===== config.mk =====
export PLATFORM = sky130hd
export DESIGN_NAME = rrc_ctrl
export DESIGN_NICKNAME = d
export VERILOG_FILES = /design/src/design/range_rule_classifier_assert.svh /design/src/design/rrc_pkg.sv /design/src/design/rrc_ctrl.sv
export SDC_FILE = /design/constraint.sdc
export NUM_CORES = 1
export LEC_CHECK = 0
export ABC_CLOCK_PERIOD_IN_PS = 1800
export BUFFER_PORTS_ARGS = -buffer_cell sky130_fd_sc_hd__buf_2
export CAP_MARGIN = 20
export CORE_AREA = 2 2 39 41
export DETAILED_ROUTE_END_ITERATION = 8
export DIE_AREA = 0 0 41 43
export PLACE_DENSITY = 0.46
export SLEW_MARGIN = 10
export SYNTH_ARGS = -nofsm -noshare
export SYNTH_HDL_FRONTEND = slang
export SYNTH_SLANG_ARGS = --single-unit

===== constraint.sdc =====
create_clock -name clk -period 1.8 [get_ports clk]
set_input_delay 0.09 -clock clk [delete_from_list [all_inputs] [get_ports clk]]
set_output_delay 0.09 -clock clk [all_outputs]
set_load 0.005 [all_outputs]

===== src/design/range_rule_classifier_assert.svh =====
// Assertion macros shared by the range rule classifier RTL.
`ifndef RANGE_RULE_CLASSIFIER_ASSERT_SVH
`define RANGE_RULE_CLASSIFIER_ASSERT_SVH

// Consequent must hold in the same cycle as the antecedent.
`define RRC_ASSERT_SAME(label, clk, rst, ante, cons) \
  label: assert property (@(posedge clk) disable iff (rst) (ante) |-> (cons)) \
    else $error("range rule classifier: same-cycle check failed");

// Consequent must hold in the cycle after the antecedent.
`define RRC_ASSERT_NEXT(label, clk, rst, ante, cons) \
  label: assert property (@(posedge clk) disable iff (rst) (ante) |=> (cons)) \
    else $error("range rule classifier: next-cycle check failed");

`endif


===== src/design/rrc_pkg.sv =====
// Shared types and constants of the range rule classifier.
`default_nettype none

package rrc_pkg;

  // Fixed field widths of the words on the channels
  localparam int FIELD_W  = 16;
  localparam int INDEX_W  = 6;
  localparam int SPEND_W  = 2;
  localparam int WEIGHT_W = 16;
  localparam int OFFER_W  = 3;
  localparam int CFG_W    = 7;

  // Command codes of an input word
  localparam logic CMD_WRITE    = 1'b0;
  localparam logic CMD_CLASSIFY = 1'b1;

  // A rule spend code with this bit set accepts any query
  localparam int SPEND_ANY_BIT = 1;

  // -1.0 in Q8.8: weights must be strictly above this to win
  localparam logic signed [WEIGHT_W-1:0] WEIGHT_FLOOR = -16'sd256;

  // Offer returned when no rule wins
  localparam logic [OFFER_W-1:0] FALLBACK_OFFER = 3'd4;

  // Input word
  typedef struct packed {
    logic                       cmd;
    logic [INDEX_W-1:0]         rule_index;
    logic [FIELD_W-1:0]         level_low;
    logic [FIELD_W-1:0]         level_high;
    logic [FIELD_W-1:0]         days_low;
    logic [FIELD_W-1:0]         days_high;
    logic [FIELD_W-1:0]         matches_low;
    logic [FIELD_W-1:0]         matches_high;
    logic [SPEND_W-1:0]         spend_match;
    logic signed [WEIGHT_W-1:0] weight;
  } rrc_in_word_t;

  // Result word
  typedef struct packed {
    logic [OFFER_W-1:0] offer_id;
    logic [INDEX_W-1:0] best_rule;
    logic               matched;
  } rrc_out_word_t;

  // Controller to datapath commands
  typedef struct packed {
    logic write_rule;  // store the accepted word as a rule
    logic start;       // latch query, clear best, rewind read address
    logic issue;       // read one table entry, advance address
    logic load_out;    // move the best match into the output register
  } rrc_cmd_t;

  // Datapath to controller status
  typedef struct packed {
    logic scan_empty;  // nothing to scan
    logic last_issue;  // current read address is the last one to scan
    logic out_free;    // output register can take a new word this cycle
  } rrc_status_t;

endpackage

`default_nettype wire


===== src/design/rrc_ctrl.sv =====
// Sequencing state machine of the range rule classifier.
`default_nettype none

module rrc_ctrl (
  input  wire                      clk,
  input  wire                      rst,
  input  wire                      in_valid,
  input  wire                      in_cmd,
  output logic                     in_ready,
  input  wire rrc_pkg::rrc_status_t status,
  output rrc_pkg::rrc_cmd_t         ctl
);
  import rrc_pkg::*;

  typedef enum logic [1:0] {
    IDLE,
    SCAN,
    DRAIN,
    FINISH
  } state_t;

  state_t state;
  state_t state_next;
  logic   accept;

  assign in_ready = (state == IDLE);
  assign accept   = in_valid && in_ready;

  // Commands and next state
  always_comb begin
    ctl        = '0;
    state_next = state;
    case (state)
      IDLE: begin
        if (accept) begin
          if (in_cmd == CMD_CLASSIFY) begin
            ctl.start  = 1'b1;
            state_next = SCAN;
          end else begin
            ctl.write_rule = 1'b1;
          end
        end
      end
      SCAN: begin
        if (status.scan_empty) begin
          state_next = FINISH;
        end else begin
          ctl.issue = 1'b1;
          if (status.last_issue) begin
            state_next = DRAIN;
          end
        end
      end
      // last read entry is being compared
      DRAIN: begin
        state_next = FINISH;
      end
      FINISH: begin
        if (status.out_free) begin
          ctl.load_out = 1'b1;
          state_next   = IDLE;
        end
      end
      default: begin
        state_next = IDLE;
      end
    endcase
  end

  // State register
  always_ff @(posedge clk) begin
    if (rst) begin
      state <= IDLE;
    end else begin
      state <= state_next;
    end
  end

endmodule

`default_nettype wire


==> results.toml, run 1 <==
[worst_setup_path]
worstPathRequired_ns = 1.95
regToRegEndpoint = "state[1]"
crit_fanout = 4
r2r_cells = 6
cp_data_arrival_time_ns = 1.62
crit_path_end_kind = "register"
critPathKind = "register to register"
start_kind = "register"
r2r_setup_slack_ns = 0.33
worstReg2RegStart = "state[1]"

[power]
pwr_density_cell_nw_per_um2 = 1370
leakage_uw = 0.000182
vdd_drop_max_mv = 0.357

[grt]
gr-total-overflow = 0
grt_max_degree = 7
antenna_found_initial = 0
grt_pass1_vias = 195
grt_pass1_wl_um = 669
grt_usage = 0.0591

[cts]
postCtsHoldBufs = 0
insertion_delay_ns = 0.22
clockBufferDepth = 2
htreeDepth = 1
cts.sinks = 2
cts_buffers = 3
cts_tree = "done"
cts_root_buf = "clkbuf_4"
clkTransAtPathRegs_ns = 0.03
postCtsSetupRepairBufs = 0
cts_resized = 0

[detailed_routing]
viasPerCell = 3.65
met2_length_um = 203
drt_iter0_drc = 4
routed_wl_um = 434
firstDrtPassIters = 5
routedWlPerCell_um = 7.61
met3RoutedLength_um = 53
drtAntennaViolNets = 0
highest_layer = "met3"
drc = 0
vias = 208
wl_met1_um = 177

[sta]
fin_skew_ns = 0.0000906
slew_violations = 0
setup_tns_ns = 0
rsz0062_at_grt = "false"
tightest_slew_ns = 0.271
fmax_ghz = 0.681
relSlewSlack = 0.819
period_minus_slack_ns = 1.47
period_share = 0.816
setup_viol = 0
hold_violations = 0

[yosys]
syn_area_per_cell_sq_um = 8.04
synth_fp_nets = 37
yosysTopAreaCellShare = 0.240
netlist_instances = 26
synth_largest_area_cell = "ha_1"
yosys_warnings = 0
synth_area_sq_um = 209
ys_seq_area_frac = 0.192
ys_ff_latch = 2
synth_area_leaders = "ha_1, dfxtp_1, mux2i_1, inv_1, nand2_1"
yosys.cell_types.count = 13

[finish]
final_cell_mix = "buf_2, inv_1, nand2_1"
layout-drive-gt1-share = 0.415
area_growth_syn_to_layout_pct = 50.3
multi_input_area_sq_um = 150
mostFrequentLayoutCell = "buf_2"
nNetsFinal = 54
fill_cells = 164
register_area_sq_um = 40.0
top_regs = "state x2"
regMostFlops = "state"
postLayoutCoreUtil = 0.227
largest_reg_flops = 2
num_antenna_cells = 0

[floorplan]
die_w_um = 41
die-area_sq_um = 1760
placementRows = 14
pin_count = 12
fp.dieH_um = 43
coreArea_sq_um = 1380
initial_core_util = 0.151

[min_path]
hold_class = "input pin to register"
min_from = "rst"
worstHoldEndpoint = "state[1]"
hold_path_depth = 4

[run_status]
status = "complete, no violations"

[place]
hpwl_um = 358
io_buffers = 11
finalWeightedCongestion = 0.608

[run]
drv_cap = 0
-- power by group --
group          internal (uW)  switching [uW]  total (uW)  leakage, uW
sequential              66.5            24.1        90.7    0.0000165
combinational            132             107         240     0.000152
clock                   73.5            24.8        98.3    0.0000138
-- Yosys cell counts, drive strengths merged --
master	n
nor2	1
o31ai	1
a222oi	1
nand2	5
and2	1
and3	2
nor2b	2
dfxtp	2
ha	4
mux2i	2
inv	5
-- critical path, cell delays in order, from the launching register on --
cell and delay (ns):
dfxtp_1 0.35, inv_1 0.09, ha_1 0.20, nor2b_4 0.13, a222oi_1 0.30, buf_4 0.18
mux2i_1 0.16
-- routing by layer --
layer  GRT usage  vias up
met1      0.0671       87
met4      0.0600        0
met3      0.0157        0
met2      0.0813        7
li1            -      114
met5           0        -
-- final cells by class --
class	instances	share of cell area
clock buffers	3	0.0717
inverters	5	0.0598
multi-input cells	19	0.478
flip-flops and latches	2	0.127
well taps	16	0.0637
repair buffers	12	0.199
-- metrics by stage --
step | instance area, sq um | hold WS (ns) | setup WS [ns] | total power [uW] | std cells
floorplan | 209 | 0.199 | 0.369 | 245 | 26
global placement | 292 | 0.408 | 0.369 | 334 | 54
detailed placement | 292 | 0.411 | 0.339 | 334 | 54
CTS | 314 | 0.173 | 0.319 | 442 | 57
global route | 314 | 0.213 | 0.196 | 482 | 57
finish | 314 | 0.177 | 0.331 | 429 | 57
-- worst max-delay path by stage --
stage	start	to	slack, ns	depth (start not counted)
2_1_floorplan	state[1]	state[0]	0.37	5
3_3_place_gp	state[1]	state[0]	0.37	6
3_5_place_dp	state[1]	state[0]	0.34	6
4_1_cts	state[1]	state[0]	0.32	6
5_1_grt	state[1]	state[1]	0.20	6
6_report	state[1]	state[1]	0.33	6
-- cells by family (layout without fill, tap and decap cells) --
| group | Yosys count | after routing | synth area share |
|---|---|---|---|
| compound gates | 2 | 2 | 0.0838 |
| fa+ha+maj | 4 | 4 | 0.240 |
| buf+inv | 5 | 20 | 0.0898 |
| flops | 2 | 2 | 0.192 |
| mux | 2 | 2 | 0.0958 |
| simple gates | 11 | 11 | 0.299 |
(Power assumes the default switching activity.)
==> inputs of run 2 (changes only) <==
--- a/config.mk
+++ b/config.mk
@@ -5,13 +5,13 @@
 export SDC_FILE = /design/constraint.sdc
 export NUM_CORES = 1
 export LEC_CHECK = 0
-export ABC_CLOCK_PERIOD_IN_PS = 1800
+export ABC_CLOCK_PERIOD_IN_PS = 1300
 export BUFFER_PORTS_ARGS = -buffer_cell sky130_fd_sc_hd__buf_2
 export CAP_MARGIN = 20
 export CORE_AREA = 2 2 39 41
 export DETAILED_ROUTE_END_ITERATION = 8
 export DIE_AREA = 0 0 41 43
-export PLACE_DENSITY = 0.46
+export PLACE_DENSITY = 0.47
 export SLEW_MARGIN = 10
 export SYNTH_ARGS = -nofsm -noshare
 export SYNTH_HDL_FRONTEND = slang
==> constraint.sdc (replaced) <==
create_clock -name clk -period 1.3 [get_ports clk]
set_input_delay 0.065 -clock clk [delete_from_list [all_inputs] [get_ports clk]]
set_output_delay 0.065 -clock clk [all_outputs]
set_load 0.005 [all_outputs]
==> results.toml, run 2 (synthesis results as in run 1) <==
[place]
hpwl_um = 382
finalWeightedCongestion = 0.734
io_buffers = 11

[floorplan]
coreArea_sq_um = 1380
initial_core_util = 0.151
placementRows = 14
die_w_um = 41
pin_count = 12
die-area_sq_um = 1760
fp.dieH_um = 43

[power]
pwr_density_cell_nw_per_um2 = 2020
vdd_drop_max_mv = 0.601
leakage_uw = 0.000206
total_power_uw = 750

[sta]
tightest_slew_ns = 0.266
rsz0062_at_grt = "true"
fmax_ghz = 0.735
setup_viol = 2
fin_skew_ns = 0.00158
hold_ws_ns = 0.140
period_minus_slack_ns = 1.36
slew_violations = 0
relSlewSlack = 0.823
period_share = 1.05
fin_ws_ns = -0.0614
hold_violations = 0

[finish]
top_regs = "state x2"
multi_input_area_sq_um = 165
final_cell_mix = "buf_2, buf_4, nand2_1"
regMostFlops = "state"
nNetsFinal = 59
mostFrequentLayoutCell = "buf_2"
largest_reg_flops = 2
area_growth_syn_to_layout_pct = 77.8
num_antenna_cells = 0
register_area_sq_um = 45.0
fill_cells = 151
layout-drive-gt1-share = 0.609

[detailed_routing]
drc = 0
drtAntennaViolNets = 0
routed_wl_um = 460
drt_iter0_drc = 4
firstDrtPassIters = 4
routedWlPerCell_um = 7.42
viasPerCell = 3.76
vias = 233

[worst_setup_path]
crit_fanout = 4
cp_data_arrival_time_ns = 1.51
critPathKind = "register to register"
worstPathRequired_ns = 1.44
crit_path_end_kind = "register"
start_kind = "register"

[grt]
gr-total-overflow = 0
antenna_found_initial = 0
grt_pass1_wl_um = 745
grt_max_degree = 6
grt_usage = 0.0690
grt_pass1_vias = 199

[cts]
cts_tree = "done"
cts_root_buf = "clkbuf_4"
cts_buffers = 3
insertion_delay_ns = 0.22
clkTransAtPathRegs_ns = 0.03
clockBufferDepth = 2
htreeDepth = 1
cts.sinks = 2

[run_status]
violations = "negative setup slack"
status = "finished with violations"

[min_path]
hold_class = "input pin to register"

[run]
drv_cap = 0
[run 2: cell type report]
type | count | share of cell area
clock buffers | 3 | 0.0606
inverters | 5 | 0.0505
multi-input cells | 19 | 0.444
flip-flops and latches | 2 | 0.121
well taps | 16 | 0.0539
repair buffers | 17 | 0.269
[run 2: critical path: stages, from the launching register on]
cell	delay, ns
dfxtp_2	0.34
inv_2	0.06
ha_4	0.15
nor2b_4	0.12
a222oi_1	0.26
buf_4	0.18
mux2i_1	0.17
[run 2: timing repair]
action                                  in CTS  in global routing
gates resized for setup                      0                  2
hold buffers                                 0                  0
buffers inserted                             1                  0
endpoints found under the setup margin       3                  4
[run 2: worst paths after layout]
kind	startpoint	endpoint	slack, ns	cells after the start
worst max-delay path	state[1]	state[0]	-0.06	6
worst min-delay path	rst	state[0]	0.14	4
worst max register to register	state[1]	state[0]	-0.06	6
worst min register to register	state[1]	state[1]	0.48	2
[run 2: where the power goes]
part | leakage [uW] | internal (uW) | switching, uW
Sequential | 0.0000175 | 106 | 46.1
Clock | 0.0000138 | 102 | 34.2
Combinational | 0.000174 | 288 | 174
Total | 0.000206 | 496 | 254
[run 2: per-layer routing]
metal  track usage  part of all wire
met5             0                 0
met1        0.0794              0.48
met4        0.0400                 0
met2        0.0813              0.39
met3        0.0628              0.12
[run 2: through the flow]
| step | setup WS (ns) | setup TNS, ns | util | instance area, sq um | std cells |
|---|---|---|---|---|---|
| detailed placement | -0.0662 | -0.112 | 0.245 | 339 | 58 |
| CTS | -0.0815 | -0.162 | 0.267 | 369 | 62 |
| finish | -0.0614 | -0.112 | 0.269 | 372 | 62 |
| global route | -0.192 | -0.396 | 0.269 | 372 | 62 |
| global placement | -0.0679 | -0.122 | 0.245 | 339 | 58 |
| floorplan | -0.0402 | -0.0805 | - | 226 | 26 |
